--- config.mk ---
export PLATFORM = sky130hd
export DESIGN_NAME = idm_prep
export DESIGN_NICKNAME = d
export VERILOG_FILES = /design/src/hdl/idm_pkg.sv /design/src/hdl/idm_prep.sv
export SDC_FILE = /design/constraint.sdc
export NUM_CORES = 1
export LEC_CHECK = 0
export BUFFER_PORTS_ARGS = -buffer_cell sky130_fd_sc_hd__buf_2
export CAP_MARGIN = 30
export CORE_ASPECT_RATIO = 1.75
export CORE_MARGIN = 2
export CORE_UTILIZATION = 40
export DETAILED_ROUTE_END_ITERATION = 7
export PLACE_DENSITY = 0.7
export REMOVE_ABC_BUFFERS = 1
export SLEW_MARGIN = 10
export SYNTH_ARGS = -nofsm -noshare
export SYNTH_HDL_FRONTEND = slang
export SYNTH_SLANG_ARGS = --single-unit
--- constraint.sdc ---
create_clock -name clk -period 2.5 [get_ports clk]
set_input_delay 0.25 -clock clk [delete_from_list [all_inputs] [get_ports clk]]
set_output_delay 0.25 -clock clk [all_outputs]
set_load 0.02 [all_outputs]
--- src/hdl/idm_pkg.sv ---
`default_nettype none

package idm_pkg;

  localparam int DATA_W = 32;

  // opcode codes
  localparam logic [1:0] OP_UDIV = 2'd0;
  localparam logic [1:0] OP_UREM = 2'd1;
  localparam logic [1:0] OP_SDIV = 2'd2;
  localparam logic [1:0] OP_SREM = 2'd3;

  // how the final word is formed from the quotient and remainder
  typedef struct packed {
    logic sel_rem;   // deliver remainder instead of quotient
    logic negate;    // two's complement the selected word
    logic zero_div;  // divisor was zero: deliver 0
  } ctrl_t;

  // payload handed from cell to cell
  typedef struct packed {
    ctrl_t             ctrl;
    logic [DATA_W-1:0] rem;  // partial remainder
    logic [DATA_W-1:0] nq;   // dividend bits shift out the top, quotient bits in the bottom
    logic [DATA_W-1:0] den;  // divisor magnitude
  } stage_t;

endpackage

`default_nettype wire

--- src/hdl/idm_prep.sv ---
`default_nettype none

module idm_prep (
  input  wire logic                       clk,
  input  wire logic                       rst,
  input  wire logic                       en,
  input  wire logic                       vin,
  input  wire logic [1:0]                 opcode,
  input  wire logic [idm_pkg::DATA_W-1:0] dividend,
  input  wire logic [idm_pkg::DATA_W-1:0] divisor,
  output logic                            vout,
  output idm_pkg::stage_t                 dout
);
  import idm_pkg::*;

  logic              is_signed;
  logic              is_rem;
  logic              a_neg;
  logic              b_neg;
  logic [DATA_W-1:0] a_mag;
  logic [DATA_W-1:0] b_mag;
  stage_t            prep;

  always_comb begin
    case (opcode)
      OP_UDIV: begin
        is_signed = 1'b0;
        is_rem    = 1'b0;
      end
      OP_UREM: begin
        is_signed = 1'b0;
        is_rem    = 1'b1;
      end
      OP_SDIV: begin
        is_signed = 1'b1;
        is_rem    = 1'b0;
      end
      OP_SREM: begin
        is_signed = 1'b1;
        is_rem    = 1'b1;
      end
      default: begin
        is_signed = 1'b0;
        is_rem    = 1'b0;
      end
    endcase

    // the most negative word maps onto its own bit pattern, read unsigned
    a_neg = is_signed & dividend[DATA_W-1];
    b_neg = is_signed & divisor[DATA_W-1];
    a_mag = a_neg ? (~dividend + 1'b1) : dividend;
    b_mag = b_neg ? (~divisor + 1'b1) : divisor;

    prep.ctrl.sel_rem  = is_rem;
    prep.ctrl.negate   = is_rem ? a_neg : (a_neg ^ b_neg);
    prep.ctrl.zero_div = (divisor == '0);
    prep.rem           = '0;
    prep.nq            = a_mag;
    prep.den           = b_mag;
  end

  always_ff @(posedge clk) begin
    if (rst) begin
      vout <= 1'b0;
    end else if (en) begin
      vout <= vin;
    end
  end

  always_ff @(posedge clk) begin
    if (en) begin
      dout <= prep;
    end
  end

endmodule

`default_nettype wire

==> results.md, run 1 <==
- Status: completed
- # DRC: 0
- Crit path capture type: flip-flop
- Setup repair after global routing missed its margin: false
- # clock sinks: 68
- Vias in the first global route: 2708
- Fin Setup TNS: 0 ps
- Area Growth Syn to Fin: 28.5%
- Crit-path slowest cell: or4_4
- RR Endpoint: vout$_SDFFE_PP0P_
- Reg2Reg Setup Slack: 1910 ps
- CTS Buf Count: 9
- Design area: 4690 um2
- Share of cells above drive strength 1: 0.348
- Power Total: 3220 uW
- Tcrit/Tclk final: 0.844
- CP Max Fanout: 4
- Final min period: 2110 ps
- Crit-path cells: buf_2, or4_4, or4_4, or3_1, o31a_1, xor2_1
- Worst Max-Slew Pin Slew: 734 ps
- Yosys cell types: 35
- CP peak stage delay: 560 ps
- Initial DRT Pass Iterations: 4
- Initial antenna violation count: 0
- Mapped Avg Cell Area: 11.8 um2
- Post-Syn Area: 3650 um2
- ANT cells: 0
- Worst EP required: 2570 ps
- Total of max-cap violations: 0
- Final GP Congestion: 0.865
- Total length of routed wires: 8.72 mm
- Syn Inst Count: 310
- Worst vdd ir: 0.000350 V
- Ports: 170
- Number of port buffers: 137
- Wire per inst: 15.0 um
- Commonest non-fill, non-tap cell in the layout: buf_2
- CP most frequent cell: or4_4
- DRT iter0 DRCs: 159
- Tot GR Track Use: 0.175
- Clk slew on worst S/H paths: 50 ps
- Dominant synthesized flop cell: edfxtp_1
- Max Clk Rate: 474 MHz
- Die H: 130 um
- Layout Skew: 0 ps
- Die width: 76.2 um
- Largest net degree at the start of global routing: 47
- Starting Density: 0.406
- First-pass GRT wire length: 13.2 mm
- CP startpoint: dividend[16]
- CP Class: primary input to flip-flop
- Final setup viols: 0
- Grt total ovfl: 0
- Register area share after synthesis: 0.557
- Startpoint types: primary input
- NumNets Final: 529
- Worst slew margin: 0.510
- Final ANT Viol Nets: 0
- H-Tree Depth: 3
- Min-Delay Path Class: primary input to flip-flop
- Row count: 46
- Worst-case clock buffer depth: 2
- CTS root buffer: clkbuf_16
- CTS tree: built
- CP arrival: 2180 ps
- Setup Fix Bufs, Post-CTS: 0
- Post-synth EDFFs: 67
- Warnings from Yosys: 0
- Asr flop ratio synth: 0
- Core area: 8980 um2
- Final HPWL DP: 6.83 mm
- Clk_lat worst skew: 320 ps
- FF-to-FF path depth: 2
- Flops & latches, synth: 68
- Worst r2r src: vout$_SDFFE_PP0P_
- # resized after CTS: 0
- Post-place instance area: 4400 um2
- Die area: 9930 um2
- Most frequent cells in the layout: buf_2, edfxtp_1, conb_1
- Pwr/cell area: 688 nW/um2
- Slew Limit Fails: 0
- Leak: 0.00195 uW
- Final hold violations: 0
- Vias: 2888
- CP endpoint: dout[60]$_DFFE_PP_
- Vias/cell: 4.96
- # hold bufs at CTS: 0
[how the worst min path moves through the flow]
| stage | depth (start not counted) | start | endpoint |
|---|---|---|---|
| floorplan | 1 | rst | vout$_SDFFE_PP0P_ |
| global placement | 2 | rst | vout$_SDFFE_PP0P_ |
| detailed placement | 2 | rst | vout$_SDFFE_PP0P_ |
| CTS | 2 | rst | vout$_SDFFE_PP0P_ |
| global route | 2 | rst | vout$_SDFFE_PP0P_ |
| finish | 2 | rst | vout$_SDFFE_PP0P_ |
[metrics by stage]
step / cells / hold WS [ps] / setup WS (ps) / utilization
global route: 582 / 75.8 / 259 / 0.522
floorplan: 301 / 322 / 297 / -
detailed placement: 566 / 411 / 61.6 / 0.490
CTS: 582 / 66.3 / 407 / 0.522
global placement: 566 / 407 / 121 / 0.490
finish: 582 / 79.2 / 389 / 0.522
[metal layers]
metal | share of wire | wire (um) | track usage
met5 | 0 | 0 | 0
met4 | 0.020 | 178 | 0.0845
met3 | 0.069 | 601 | 0.0450
met2 | 0.56 | 4880 | 0.337
met1 | 0.35 | 3060 | 0.174
[cell families (layout without fill, tap and decap cells)]
logic type,count (synthesis),after routing,share of synthesized area
fa+ha+maj,2,2,0.00686
flops,68,68,0.557
simple gates,85,85,0.128
xor+xnor,59,59,0.142
mux,1,1,0.00274
buf+inv,46,167,0.0802
compound gates,48,48,0.0826
other cells,1,32,0.00103
[cells in the mapped netlist, types with 4 or more instances]
master,n,area [um2]
edfxtp_1,67,2010
buf_4,32,240
xor2_1,30,263
xnor2_1,29,254
nor2_1,24,90.1
a21oi_1,17,85.1
o21ai_0,11,55.1
nand2_1,10,37.5
nor3_1,9,45.0
nor4_1,9,56.3
o31ai_1,9,67.6
or3_1,9,56.3
clkbuf_1,7,26.3
inv_1,6,22.5
and2_1,5,31.3
o41ai_1,5,43.8
nand2b_1,4,25.0
or4_1,4,30.0
[state kept, by name, indices dropped and copies added, names as in the netlist]
register  flops
dout         67
vout          1
[final cells by class]
type                    instances  area, um2
repair buffers                145        758
fillers                       828       4290
multi-input cells             227       1440
inverters                       6       22.5
well taps                     120        150
flip-flops and latches         68       2030
clock inverters                 5       52.6
clock buffers                  11        233
[critical path: cells and delay by family]
family | cells | cell delay, ps
XOR/XNOR | 1 | 150
buffers and inverters | 1 | 120
AO/OA/AOI/OAI | 1 | 270
AND/OR/NAND/NOR | 3 | 1400
[power breakdown]
| group | internal (uW) | total (uW) | switching, uW |
|---|---|---|---|
| clock | 765 | 1220 | 451 |
| sequential | 1390 | 1420 | 29.3 |
| combinational | 196 | 584 | 388 |
Note: power is estimated with default switching activity, not from simulation.
==> run 2: changes to the inputs <==
- ABC_AREA: unset -> 1
- clock period: 2.5 -> 1.8 ns (I/O delays scaled with it)
==> run 2 against run 1 <==
Net effect: total power rose by 51%; synthesized area rose by 20%; via count rose by 36%; setup slack improved by 17 ps; first-iteration DRC count fell by 6.9%; cell count rose by 40%; cell area rose by 15%; worst hold slack got worse by 43 ps; flip-flop and latch count did not move; clock skew did not move; global-route usage rose by 2.8 points; largest power group unchanged; highest routed layer unchanged.
==> results.md, run 2 <==
- Max Clk Rate: 717 MHz
- Post-place instance area: 5060 um2 (+15%)
- Slew Limit Fails: 0 (unchanged)
- Tot GR Track Use: 0.203 (+0.0285)
- Mapped Avg Cell Area: 8.17 um2 (-31%)
- Flops & latches, synth: 68 (unchanged)
- CTS tree: built
- Wire per inst: 14.6 um (-2.3%)
- Layout Skew: 0 ps (unchanged)
- Worst vdd ir: 0.000494 V (+41%)
- Initial DRT Pass Iterations: 6 (+2)
- Die width: 83.0 um (+9.0%)
- Crit path capture type: flip-flop
- CTS root buffer: clkbuf_16
- CP arrival: 1480 ps (-700 ps)
- Synth area leaders: edfxtp_1, nand2_1, nor2_1
- Post-Place Setup Slack: 95.6 ps (+34.0 ps)
- Final HPWL DP: 9.78 mm (+43%)
- DRT iter0 DRCs: 148 (-6.9%)
- ANT cells: 0 (unchanged)
- Multi-input gate area: 1940 um2 (+35%)
- Dominant synthesized flop cell: edfxtp_1
- First-pass GRT wire length: 18.8 mm (+42%)
- Vias: 3939 (+36%)
- Worst-case clock buffer depth: 2 (unchanged)
- # resized after CTS: 0 (unchanged)
- Worst Max-Slew Pin Slew: 589 ps (-145 ps)
- Final ANT Viol Nets: 0 (unchanged)
- Top Registers: dout x67, vout x1
- CP Class: primary input to flip-flop
- Synth top cells by count: nand2_1, nor2_1, edfxtp_1
- Final min period: 1390 ps
- Row count: 50 (+8.7%)
- Startpoint types: primary input
- Clk slew on worst S/H paths: 60 ps (about the same)
- CP Max Fanout: 5 (+1)
- Post-Syn Area: 4370 um2 (+20%)
- Setup repair after global routing missed its margin: false
- Final setup viols: 0 (unchanged)
- Yosys cell types: 33 (-5.7%)
- Die area: 11800 um2 (+19%)
- Asr flop ratio synth: 0 (unchanged)
- NumNets Final: 753 (+42%)
- Design area: 5390 um2 (+15%)
- Final hold violations: 0 (unchanged)
- Final GP Congestion: 0.995 (+15%)
- Top-count cell post-synth: nand2_1
- Core area: 10700 um2 (+19%)
- Clk_lat worst skew: 330 ps (about the same)
- Total of max-cap violations: 0 (unchanged)
- Yosys top cell area share: 0.460 (-0.0912)
- Min-Delay Path Class: primary input to flip-flop
- Vias/cell: 4.83 (-2.7%)
- Die H: 142 um (+9.2%)
- Post-synth EDFFs: 67 (unchanged)
- Max FFs per register: 67 (unchanged)
- # DRC: 0 (unchanged)
- Final WS setup: 406 ps (+17.0 ps)
- Worst EP required: 1890 ps (-680 ps)
- Share of cells above drive strength 1: 0.273 (-0.0759)
- CTS Buf Count: 9 (unchanged)
- Initial antenna violation count: 0 (unchanged)
- Yosys top cell by area: edfxtp_1
- Worst slew margin: 0.607 (+0.0967)
- Sequential Area: 2030 um2 (unchanged)
- Commonest non-fill, non-tap cell in the layout: nand2_1
- Status: completed
- Warnings from Yosys: 0 (unchanged)
- Most frequent cells in the layout: nand2_1, buf_2, nor2_1
- Largest net degree at the start of global routing: 46 (-2.1%)
- Most flops, register: dout
- Area Growth Syn to Fin: 23.3%
- Number of port buffers: 137 (unchanged)
- H-Tree Depth: 3 (unchanged)
- Leak: 0.00255 uW (+31%)
- Grt total ovfl: 0 (unchanged)
- Fin Setup TNS: 0 ps (unchanged)
- Pwr/cell area: 905 nW/um2 (+32%)
- Register area share after synthesis: 0.465 (-0.0921)
- Starting Density: 0.409 (+0.00230)
- # clock sinks: 68 (unchanged)
- Syn Inst Count: 535 (+73%)
- Vias in the first global route: 4034 (+49%)
- Tcrit/Tclk final: 0.775
- Total length of routed wires: 11.9 mm (+37%)
- Ports: 170 (unchanged)
- Fillcell total: 1059 (+28%)
run 2: cell types whose count changed after synthesis, moves of 9 or more:
cell / before / now
a21oi_1: 17 / 1
or3_1: 9 / 0
xor2_1: 30 / 15
xnor2_1: 29 / 14
inv_1: 6 / 53
nor4_1: 9 / 0
nand2_1: 10 / 156
nor2_1: 24 / 83
nand3_1: 2 / 43
run 2: worst max-delay path, stage by stage:
cell and delay (ps):
buf_2 100, inv_1 80, ha_1 200, nand3_1 110, nor2_1 270, nand2_1 170, nand2_1 190, nand2_1 70
nand2_1 70, nand2_1 40
run 2: path summary, 6_finish.rpt:
| kind | end | slack, ps | depth (start not counted) | start |
|---|---|---|---|---|
| setup / recovery | dout[56]$_DFFE_PP_ | 410 | 10 | dividend[1] |
| hold / removal | dout[0]$_DFFE_PP_ | 40 | 1 | divisor[0] |
| setup reg to reg | vout$_SDFFE_PP0P_ | 1220 | 2 | vout$_SDFFE_PP0P_ |
| hold reg to reg | vout$_SDFFE_PP0P_ | 490 | 2 | vout$_SDFFE_PP0P_ |
run 2: kinds of logic after synthesis:
family / after synthesis / synth area share
buffers and inverters: 93 / 0.118
AND/OR/NAND/NOR: 316 / 0.312
flip-flops: 68 / 0.465
adder cells (fa/ha/maj): 2 / 0.00572
XOR/XNOR: 30 / 0.0618
multiplexers: 1 / 0.00229
AO/OA/AOI/OAI: 24 / 0.0343
other: 1 / 0.000858
run 2: area by class of cell:
class | count | share of cell area
clock buffers | 10 | 0.0425
clock inverters | 6 | 0.0165
inverters | 55 | 0.0390
multi-input cells | 405 | 0.360
flip-flops and latches | 68 | 0.377
well taps | 130 | 0.0302
repair buffers | 142 | 0.135
run 2: what timing repair did:
item | in CTS | in global routing
buffers inserted | 0 | 0
hold endpoints to repair | 1 | 0
hold buffers | 1 | 0
run 2: routing by layer:
layer	GRT usage	share of wire	vias to the layer above	routed length, um
met3	0.0406	0.064	37	762
met2	0.395	0.54	181	6480
li1	-	-	1948	-
met1	0.188	0.35	1773	4120
met5	0	0	-	0
met4	0.132	0.048	0	577
run 2: where the power goes:
part	switching, uW	total [uW]	internal, uW
Clock	683	1900	1210
Sequential	40.1	1980	1940
Combinational	687	999	312
Total	1410	4880	3460
run 2: through the flow:
step            util  instances  hold WS [ps]  power (uW)
2_1_floorplan      -        528           252        2610
3_3_place_gp   0.473        799           337        3000
3_5_place_dp   0.473        799           341        3020
4_1_cts        0.504        816          27.6        4930
5_1_grt        0.504        816          25.4        5080
6_report       0.504        816          36.6        4880
