--- config.mk ---
export PLATFORM = sky130hd
export DESIGN_NAME = idm_cell
export DESIGN_NICKNAME = d
export VERILOG_FILES = /design/src/hdl/idm_pkg.sv /design/src/hdl/idm_cell.sv
export SDC_FILE = /design/constraint.sdc
export NUM_CORES = 1
export LEC_CHECK = 0
export BUFFER_PORTS_ARGS = -buffer_cell sky130_fd_sc_hd__buf_2
export CELL_PAD_IN_SITES_DETAIL_PLACEMENT = 0
export CELL_PAD_IN_SITES_GLOBAL_PLACEMENT = 1
export CORE_ASPECT_RATIO = 0.9
export CORE_MARGIN = 1
export CORE_UTILIZATION = 35
export CTS_CLUSTER_SIZE = 40
export DETAILED_ROUTE_END_ITERATION = 7
export PLACE_DENSITY_LB_ADDON = 0.25
export SYNTH_ARGS = -nofsm -noshare
export SYNTH_HDL_FRONTEND = slang
export SYNTH_SLANG_ARGS = --single-unit
export TNS_END_PERCENT = 100
--- constraint.sdc ---
create_clock -name clk -period 3.2 [get_ports clk]
set_input_delay 0.64 -clock clk [delete_from_list [all_inputs] [get_ports clk]]
set_output_delay 0.64 -clock clk [all_outputs]
set_load 0.01 [all_outputs]
--- src/hdl/idm_pkg.sv ---
`default_nettype none

package idm_pkg;

  localparam int DATA_W = 32;

  // opcode codes
  localparam logic [1:0] OP_UDIV = 2'd0;
  localparam logic [1:0] OP_UREM = 2'd1;
  localparam logic [1:0] OP_SDIV = 2'd2;
  localparam logic [1:0] OP_SREM = 2'd3;

  // how the final word is formed from the quotient and remainder
  typedef struct packed {
    logic sel_rem;   // deliver remainder instead of quotient
    logic negate;    // two's complement the selected word
    logic zero_div;  // divisor was zero: deliver 0
  } ctrl_t;

  // payload handed from cell to cell
  typedef struct packed {
    ctrl_t             ctrl;
    logic [DATA_W-1:0] rem;  // partial remainder
    logic [DATA_W-1:0] nq;   // dividend bits shift out the top, quotient bits in the bottom
    logic [DATA_W-1:0] den;  // divisor magnitude
  } stage_t;

endpackage

`default_nettype wire

--- src/hdl/idm_cell.sv ---
`default_nettype none

module idm_cell (
  input  wire logic            clk,
  input  wire logic            rst,
  input  wire logic            en,
  input  wire logic            vin,
  input  wire idm_pkg::stage_t din,
  output logic                 vout,
  output idm_pkg::stage_t      dout
);
  import idm_pkg::*;

  logic              carry;
  logic [DATA_W-1:0] r_sh;
  logic [DATA_W:0]   diff;
  logic              take;
  stage_t            step;

  // one restoring step: shift in the next dividend bit, subtract if it fits
  always_comb begin
    carry = din.rem[DATA_W-1];
    r_sh  = {din.rem[DATA_W-2:0], din.nq[DATA_W-1]};
    diff  = {carry, r_sh} - {1'b0, din.den};
    take  = ~diff[DATA_W];

    step.ctrl = din.ctrl;
    step.rem  = take ? diff[DATA_W-1:0] : r_sh;
    step.nq   = {din.nq[DATA_W-2:0], take};
    step.den  = din.den;
  end

  always_ff @(posedge clk) begin
    if (rst) begin
      vout <= 1'b0;
    end else if (en) begin
      vout <= vin;
    end
  end

  always_ff @(posedge clk) begin
    if (en) begin
      dout <= step;
    end
  end

endmodule

`default_nettype wire

==> impl_results.html, run 1 <==
<table>
<tr><th>Metric</th><th>Value</th></tr>
<tr><th colspan="2">Detailed routing</th></tr>
<tr><td>Vias</td><td>around 4400</td></tr>
<tr><td>Routed vias/inst</td><td>4.77</td></tr>
<tr><td>Starting DRT DRC Count</td><td>around 230</td></tr>
<tr><td>WL per Instance</td><td>~16 um</td></tr>
<tr><td>DRC errors left</td><td>0</td></tr>
<tr><td>Total length of routed wires</td><td>between 10000 and 15000 um</td></tr>
<tr><td>Antenna viol nets, final</td><td>0</td></tr>
<tr><td>Number of iterations in the first detailed-routing pass</td><td>4</td></tr>
<tr><th colspan="2">GRT</th></tr>
<tr><td>Largest net degree at the start of global routing</td><td>between 50 and 60</td></tr>
<tr><td>Final global-route overflow total</td><td>0</td></tr>
<tr><td>First-pass GRT wire length</td><td>22200 um</td></tr>
<tr><td>Vias in the first global route</td><td>around 4200</td></tr>
<tr><td>Global-route usage over all layers</td><td>around 18%</td></tr>
<tr><td>Number of antenna violations at the first check in global routing</td><td>0</td></tr>
<tr><th colspan="2">Clocking</th></tr>
<tr><td>Clock tree from TritonCTS</td><td>done</td></tr>
<tr><td>Clock transition at the registers of the reported paths</td><td>70 ps</td></tr>
<tr><td>TritonCTS Buffers</td><td>9</td></tr>
<tr><td>Number of H-tree levels</td><td>3</td></tr>
<tr><td>Buffers from clock root to sink, at most</td><td>2</td></tr>
<tr><td>Root cell of the clock tree</td><td>clkbuf_16</td></tr>
<tr><td>Hold-fix buffer count after cts</td><td>0</td></tr>
<tr><td>Clock insertion delay at the later pin of the skew report</td><td>between 300 and 400 ps</td></tr>
<tr><td>Clock tree sinks</td><td>100</td></tr>
<tr><th colspan="2">Floorplan</th></tr>
<tr><td>Number of placement rows</td><td>between 40 and 50</td></tr>
<tr><td>DIE WIDTH</td><td>~130 um</td></tr>
<tr><td>Die height</td><td>121 um</td></tr>
<tr><td>Number of ports placed on the die boundary</td><td>around 200</td></tr>
<tr><td>Floorplan Core Area</td><td>~15000 sq um</td></tr>
<tr><td>Die footprint</td><td>about 16000 sq um</td></tr>
<tr><td>Effective utilization at floorplan</td><td>between 30% and 40%</td></tr>
<tr><th colspan="2">Hold path</th></tr>
<tr><td>Worst Hold Launch</td><td>rst</td></tr>
<tr><td>Classification of the worst-slack hold path</td><td>in2reg</td></tr>
<tr><th colspan="2">Logic synthesis</th></tr>
<tr><td>Total number of yosys warnings</td><td>0</td></tr>
<tr><td>Count of flip-flops with a built-in enable after synthesis</td><td>99</td></tr>
<tr><td>Share of synthesized area occupied by flip-flops and latches</td><td>54.4%</td></tr>
<tr><td>Post-Synthesis Net Count</td><td>around 580</td></tr>
<tr><td>Netlist Area Pre-Place</td><td>between 5000 and 6000 sq um</td></tr>
<tr><td>Fraction of synthesis flops using an asynchronous set or reset pin</td><td>0%</td></tr>
<tr><td>Average footprint of a synthesized cell</td><td>~12 sq um</td></tr>
<tr><td>Number of standard cells after synthesis</td><td>around 450</td></tr>
<tr><td>Number of register bits inferred by synthesis</td><td>100</td></tr>
<tr><td>Main flop type after synthesis</td><td>edfxtp_1</td></tr>
<tr><td>Post-synth cell types</td><td>50</td></tr>
<tr><th colspan="2">STA</th></tr>
<tr><td>Final setup margin</td><td>~100 ps</td></tr>
<tr><td>Final Max Slew Viols</td><td>0</td></tr>
<tr><td>Normalized max-slew margin</td><td>between 60% and 70%</td></tr>
<tr><td>Shortest clock period the worst path allows after layout</td><td>about 3100 ps</td></tr>
<tr><td>Final setup vio count</td><td>0</td></tr>
<tr><td>Maximum clock frequency</td><td>around 320 MHz</td></tr>
<tr><td>Max Clock Skew</td><td>0 ps</td></tr>
<tr><td>Tightest Pin Transition</td><td>568 ps</td></tr>
<tr><td>Post-route setup TNS</td><td>0 ps</td></tr>
<tr><td>Final count of hold timing violations</td><td>0</td></tr>
<tr><td>Final worst path period share</td><td>96.8%</td></tr>
<tr><td>Worst hold margin</td><td>~440 ps</td></tr>
<tr><th colspan="2">Cells and area</th></tr>
<tr><td>Synth-to-layout area growth</td><td>36.3%</td></tr>
<tr><td>Highest-count cells in the layout ignoring fill and taps</td><td>201 x buf_2, 99 x edfxtp_1, 53 x buf_4</td></tr>
<tr><td>Final standard cell utilization of the core</td><td>around half</td></tr>
<tr><td>Number of nets at the end of the flow</td><td>842</td></tr>
<tr><td>Non-Filler Cell Area, Final</td><td>between 7000 and 8000 sq um</td></tr>
<tr><td>Commonest non-fill, non-tap cell in the layout</td><td>buf_2</td></tr>
<tr><td>Filler cell count</td><td>between 1000 and 1500</td></tr>
<tr><td>Non-filler cells, final</td><td>a little over 900</td></tr>
<tr><td>Fraction of final layout cells with drive strength greater than 1</td><td>44.0%</td></tr>
<tr><td>Diode count</td><td>0</td></tr>
<tr><th colspan="2">Placed design</th></tr>
<tr><td>Final HPWL DP</td><td>between 10000 and 15000 um</td></tr>
<tr><td>Port Buffer Count</td><td>approximately 200</td></tr>
<tr><td>Placed instance area</td><td>7140 sq um</td></tr>
<tr><td>Count of placed standard cells including taps</td><td>895</td></tr>
<tr><td>Final estimated routing congestion in global placement</td><td>roughly 0.8</td></tr>
<tr><td>Worst slack, placed</td><td>-296 ps</td></tr>
<tr><th colspan="2">Power</th></tr>
<tr><td>Leakage power summed over all cells</td><td>3.51 nW</td></tr>
<tr><td>Power after layout</td><td>approximately 3.7 mW</td></tr>
<tr><td>Largest vdd supply drop</td><td>about 0.27 mV</td></tr>
<tr><td>Power density normalized to cell area</td><td>500 nW/um^2</td></tr>
<tr><th colspan="2">Worst setup path</th></tr>
<tr><td>Startpoint of the most critical register-to-register path</td><td>vout</td></tr>
<tr><td>Critical Path End Type</td><td>register</td></tr>
<tr><td>Setup CP Type</td><td>in2reg</td></tr>
<tr><td>Sort of element at the start of the critical path</td><td>input pin</td></tr>
<tr><td>Data arrival time of the critical path</td><td>approximately 3200 ps</td></tr>
<tr><td>Largest fanout on the critical path</td><td>8</td></tr>
<tr><td>Launch point of the worst path</td><td>din[0]</td></tr>
<tr><td>Required time of the worst setup path</td><td>about 3300 ps</td></tr>
<tr><th colspan="2">Flow run</th></tr>
<tr><td># Max-Cap Violations</td><td>0</td></tr>
<tr><th colspan="2">Status</th></tr>
<tr><td>Run status</td><td>completed</td></tr>
</table>
[sequential cells by signal, summed over array words and instances, names as in the netlist]
name / cells
dout: 99
vout: 1
[where the power goes]
group          internal [mW]  total, mW  switching [mW]
combinational          0.521       1.04           0.516
clock                  0.546       1.07           0.523
sequential              1.61       1.64          0.0340
total                   2.67       3.75            1.07
[what timing repair did]
action,CTS,global route
setup endpoints to repair,0,30
buffers inserted,0,1
gates resized for setup,0,6
[worst paths after layout]
path | cells after the start | to | slack (ps)
worst max-delay path | 13 | dout[77] | 100
worst min-delay path | 2 | vout | 440
worst max register to register | 2 | vout | 2620
worst min register to register | 2 | vout | 500
[routing by layer]
metal / vias to the layer above / part of all wire [%] / global-route usage [%]
met5: - / 0 / 0
met4: 0 / 1.2 / 5.41
met3: 8 / 6.7 / 4.59
met2: 147 / 44 / 28.2
met1: 2016 / 48 / 24.3
li1: 2180 / - / -
[cell usage after synthesis, types with 4 or more instances]
library cell  count  area (sq um)
o211ai_1          6          45.0
inv_1            38           143
buf_6             4          45.0
mux2_4           25           375
xor2_1           10          87.6
a21oi_1          38           190
edfxtp_1         99          2970
nand4_1           6          37.5
nand2_1          27           101
nand2b_1          8          50.1
nand3_1          10          50.1
clkbuf_1          5          18.8
o21a_1            5          37.5
ha_1             32           400
and3_1            4          25.0
o21ai_0          17          85.1
mux2i_1           6          60.1
nor2b_1           5          31.3
o21bai_1          5          37.5
xnor2_1          13           114
a21o_1           18           135
nor3_1            4          20.0
nor2_1           19          71.3
[cell type report]
| type | count | area, sq um | share of cell area, % |
|---|---|---|---|
| clock inverter | 6 | 56.3 | 0.751 |
| inverter | 38 | 143 | 1.90 |
| multi-input combinational | 297 | 2310 | 30.8 |
| tap | 202 | 253 | 3.37 |
| sequential | 100 | 2990 | 39.9 |
| timing repair buffer | 260 | 1520 | 20.2 |
| clock buffer | 10 | 229 | 3.05 |
[critical path, cell delays in order]
cell	delay, ps
buf_2	110
ha_1	240
fa_1	410
nand2b_1	200
a21oi_2	160
o211ai_1	150
a21oi_2	170
o31a_2	190
mux2i_2	260
nor2_4	60
buf_12	150
clkbuf_16	170
mux2_4	300
[cells by family after synthesis]
| family | after synthesis | share of synthesized area (%) |
|---|---|---|
| XOR/XNOR | 23 | 3.66 |
| AND/OR/NAND/NOR | 100 | 9.37 |
| multiplexers | 34 | 8.53 |
| adder cells (fa/ha/maj) | 33 | 7.64 |
| buffers and inverters | 49 | 3.94 |
| flip-flops | 100 | 54.4 |
| AO/OA/AOI/OAI | 107 | 12.4 |
No activity file was read; power rests on OpenSTA's default activity.
==> run 2: changes to the inputs <==
--- a/config.mk
+++ b/config.mk
@@ -9,7 +9,7 @@
 export CELL_PAD_IN_SITES_DETAIL_PLACEMENT = 0
 export CELL_PAD_IN_SITES_GLOBAL_PLACEMENT = 1
 export CORE_ASPECT_RATIO = 0.9
-export CORE_MARGIN = 1
+export CORE_MARGIN = 3
 export CORE_UTILIZATION = 35
 export CTS_CLUSTER_SIZE = 40
 export DETAILED_ROUTE_END_ITERATION = 7
==> run 2 against run 1 <==
Compared with the run above:
- sequential share of layout area is 0.66 points higher
- register-to-register slack about the same
- largest power group unchanged
- flip-flop and latch count stayed put
- clock skew stayed put
- hold slack improved by 0.69 ps
- highest routed layer unchanged
- clock-buffer cell count decreased by 1
==> impl_results.html, run 2 (same netlist as run 1, synthesis figures left out) <==
<table>
<tr><th>Metric</th><th>Value</th></tr>
<tr><th colspan="2">Status</th></tr>
<tr><td>Run status</td><td>completed</td></tr>
<tr><th colspan="2">Power</th></tr>
<tr><td>Power density normalized to cell area</td><td>about 500 nW/um^2</td></tr>
<tr><td>Power after layout</td><td>roughly 3.7 mW</td></tr>
<tr><td>Largest vdd supply drop</td><td>~0.27 mV</td></tr>
<tr><td>Leakage power summed over all cells</td><td>roughly 3.4 nW</td></tr>
<tr><th colspan="2">Worst setup path</th></tr>
<tr><td>Data arrival time of the critical path</td><td>3220 ps</td></tr>
<tr><td>Setup CP Type</td><td>in2reg</td></tr>
<tr><td>Sort of element at the start of the critical path</td><td>input pin</td></tr>
<tr><td>Startpoint of the most critical register-to-register path</td><td>vout</td></tr>
<tr><td>Required time of the worst setup path</td><td>3320 ps</td></tr>
<tr><td>Critical Path End Type</td><td>register</td></tr>
<tr><td>Largest fanout on the critical path</td><td>4</td></tr>
<tr><td>Launch point of the worst path</td><td>din[63]</td></tr>
<tr><th colspan="2">STA</th></tr>
<tr><td>Final setup vio count</td><td>0</td></tr>
<tr><td>Tightest Pin Transition</td><td>between 600 and 700 ps</td></tr>
<tr><td>Final worst path period share</td><td>between 90% and 100%</td></tr>
<tr><td>Final Max Slew Viols</td><td>0</td></tr>
<tr><td>Unrepaired setup endpoints after global routing</td><td>no</td></tr>
<tr><td>Normalized max-slew margin</td><td>55.7%</td></tr>
<tr><td>Shortest clock period the worst path allows after layout</td><td>3100 ps</td></tr>
<tr><td>Final setup margin</td><td>95.8 ps</td></tr>
<tr><td>Maximum clock frequency</td><td>322 MHz</td></tr>
<tr><td>Max Clock Skew</td><td>0 ps</td></tr>
<tr><td>Final count of hold timing violations</td><td>0</td></tr>
<tr><th colspan="2">Detailed routing</th></tr>
<tr><td>Routed vias/inst</td><td>around 4.8</td></tr>
<tr><td>Antenna viol nets, final</td><td>0</td></tr>
<tr><td>DRC errors left</td><td>0</td></tr>
<tr><td>Starting DRT DRC Count</td><td>~200</td></tr>
<tr><td>Top Layer Used</td><td>met4</td></tr>
<tr><td>Number of iterations in the first detailed-routing pass</td><td>5</td></tr>
<tr><td>Total length of routed wires</td><td>~14000 um</td></tr>
<tr><td>M1 WL</td><td>around 7000 um</td></tr>
<tr><td>Met2 Wirelength</td><td>about 6300 um</td></tr>
<tr><td>WL per Instance</td><td>between 15 and 20 um</td></tr>
<tr><td>Vias</td><td>approximately 4300</td></tr>
<tr><td>Met3 wire length</td><td>just under 1000 um</td></tr>
<tr><th colspan="2">GRT</th></tr>
<tr><td>Largest net degree at the start of global routing</td><td>54</td></tr>
<tr><td>Vias in the first global route</td><td>4267</td></tr>
<tr><td>First-pass GRT wire length</td><td>~22000 um</td></tr>
<tr><td>Global-route usage over all layers</td><td>between 10% and 20%</td></tr>
<tr><td>Number of antenna violations at the first check in global routing</td><td>0</td></tr>
<tr><td>Final global-route overflow total</td><td>0</td></tr>
<tr><th colspan="2">Clocking</th></tr>
<tr><td>Post-CTS setup buffers</td><td>0</td></tr>
<tr><td>Clock insertion delay at the later pin of the skew report</td><td>around 350 ps</td></tr>
<tr><td>Number of H-tree levels</td><td>3</td></tr>
<tr><td>Resized cells post-CTS</td><td>0</td></tr>
<tr><td>TritonCTS Buffers</td><td>9</td></tr>
<tr><td>Clock tree from TritonCTS</td><td>done</td></tr>
<tr><td>Clock transition at the registers of the reported paths</td><td>approximately 80 ps</td></tr>
<tr><td>Clock tree sinks</td><td>100</td></tr>
<tr><td>Hold-fix buffer count after cts</td><td>0</td></tr>
<tr><td>Root cell of the clock tree</td><td>clkbuf_16</td></tr>
<tr><td>Buffers from clock root to sink, at most</td><td>2</td></tr>
<tr><th colspan="2">Cells and area</th></tr>
<tr><td>Commonest non-fill, non-tap cell in the layout</td><td>buf_2</td></tr>
<tr><td>Regs by FF count</td><td>dout: 99 flops, vout: 1 flops</td></tr>
<tr><td>Fraction of final layout cells with drive strength greater than 1</td><td>between 40% and 50%</td></tr>
<tr><td>Non-filler cells, final</td><td>895</td></tr>
<tr><td>Final standard cell utilization of the core</td><td>roughly half</td></tr>
<tr><td>Filler cell count</td><td>roughly 1400</td></tr>
<tr><td>Non-Filler Cell Area, Final</td><td>around 7400 sq um</td></tr>
<tr><td>Synth-to-layout area growth</td><td>34.1%</td></tr>
<tr><td>Flip-flop count of the largest register after layout</td><td>99</td></tr>
<tr><td>Number of nets at the end of the flow</td><td>approximately 830</td></tr>
<tr><td>Highest-count cells in the layout ignoring fill and taps</td><td>201 x buf_2, 99 x edfxtp_1, 41 x buf_4</td></tr>
<tr><td>Diode count</td><td>0</td></tr>
<tr><td>Biggest register</td><td>dout</td></tr>
<tr><th colspan="2">Floorplan</th></tr>
<tr><td>Floorplan Core Area</td><td>~15000 sq um</td></tr>
<tr><td>Number of placement rows</td><td>42</td></tr>
<tr><td>Effective utilization at floorplan</td><td>between 30 and 40%</td></tr>
<tr><td>Die height</td><td>~120 um</td></tr>
<tr><td>DIE WIDTH</td><td>approximately 140 um</td></tr>
<tr><td>Number of ports placed on the die boundary</td><td>203</td></tr>
<tr><td>Die footprint</td><td>approximately 17000 sq um</td></tr>
<tr><th colspan="2">Placed design</th></tr>
<tr><td>Worst slack, placed</td><td>-353 ps</td></tr>
<tr><td>Final estimated routing congestion in global placement</td><td>roughly 0.82</td></tr>
<tr><td>Count of placed standard cells including taps</td><td>~880</td></tr>
<tr><td>Port Buffer Count</td><td>slightly above 200</td></tr>
<tr><td>Placed instance area</td><td>between 7000 and 8000 sq um</td></tr>
<tr><td>Final HPWL DP</td><td>between 10000 and 15000 um</td></tr>
<tr><th colspan="2">Hold path</th></tr>
<tr><td>Worst Hold Launch</td><td>rst</td></tr>
<tr><td>Classification of the worst-slack hold path</td><td>in2reg</td></tr>
<tr><th colspan="2">Flow run</th></tr>
<tr><td># Max-Cap Violations</td><td>0</td></tr>
</table>
==> run 2: changes by cell type in the layout (fill, tap and decap cells not counted), sizes merged <==
cell,delta
buf,-13
clkbuf,-2
inv,+1
==> run 2: worst max-delay path, cell delays in order <==
cell and delay (ps):
buf_2 100, inv_1 80, ha_1 200, fa_1 220, nand2b_1 170, a21oi_2 80
buf_4 140, o211ai_1 240, a21oi_1 160, a41o_1 320, a2111oi_0 480, nor4_1 130
mux2_4 270
==> run 2: layout make-up <==
cell class                      count  area [sq um]  share of cell area [%]
Clock inverter                      7          63.8                   0.865
Sequential cell                   100          2990                    40.6
Clock buffer                        9           225                    3.05
Timing Repair Buffer              246          1390                    18.8
Tap cell                          198           248                    3.36
Inverter                           38           143                    1.93
Multi-Input combinational cell    297          2320                    31.4
==> run 2: final timing paths <==
kind / to / slack, ps / depth (start not counted)
worst max register to register: vout / 2610 / 2
worst min register to register: vout / 520 / 2
worst max-delay path: dout[90] / 100 / 13
worst min-delay path: vout / 440 / 2
==> run 2: through the flow <==
stage,hold WS (ps),TNS (ps)
3_3_place_gp,471,-7480
6_report,442,0
4_1_cts,422,0
2_1_floorplan,528,0
3_5_place_dp,498,-9720
5_1_grt,424,0
==> run 2: routing by layer <==
metal	GRT usage, %	up-vias
met3	4.84	13
met4	4.65	0
met2	24.7	158
li1	-	2154
met1	22.6	1990
met5	0	-
==> run 2: power by group <==
part,switching (mW),internal (mW)
Sequential,0.0336,1.61
Combinational,0.501,0.488
Clock,0.535,0.549
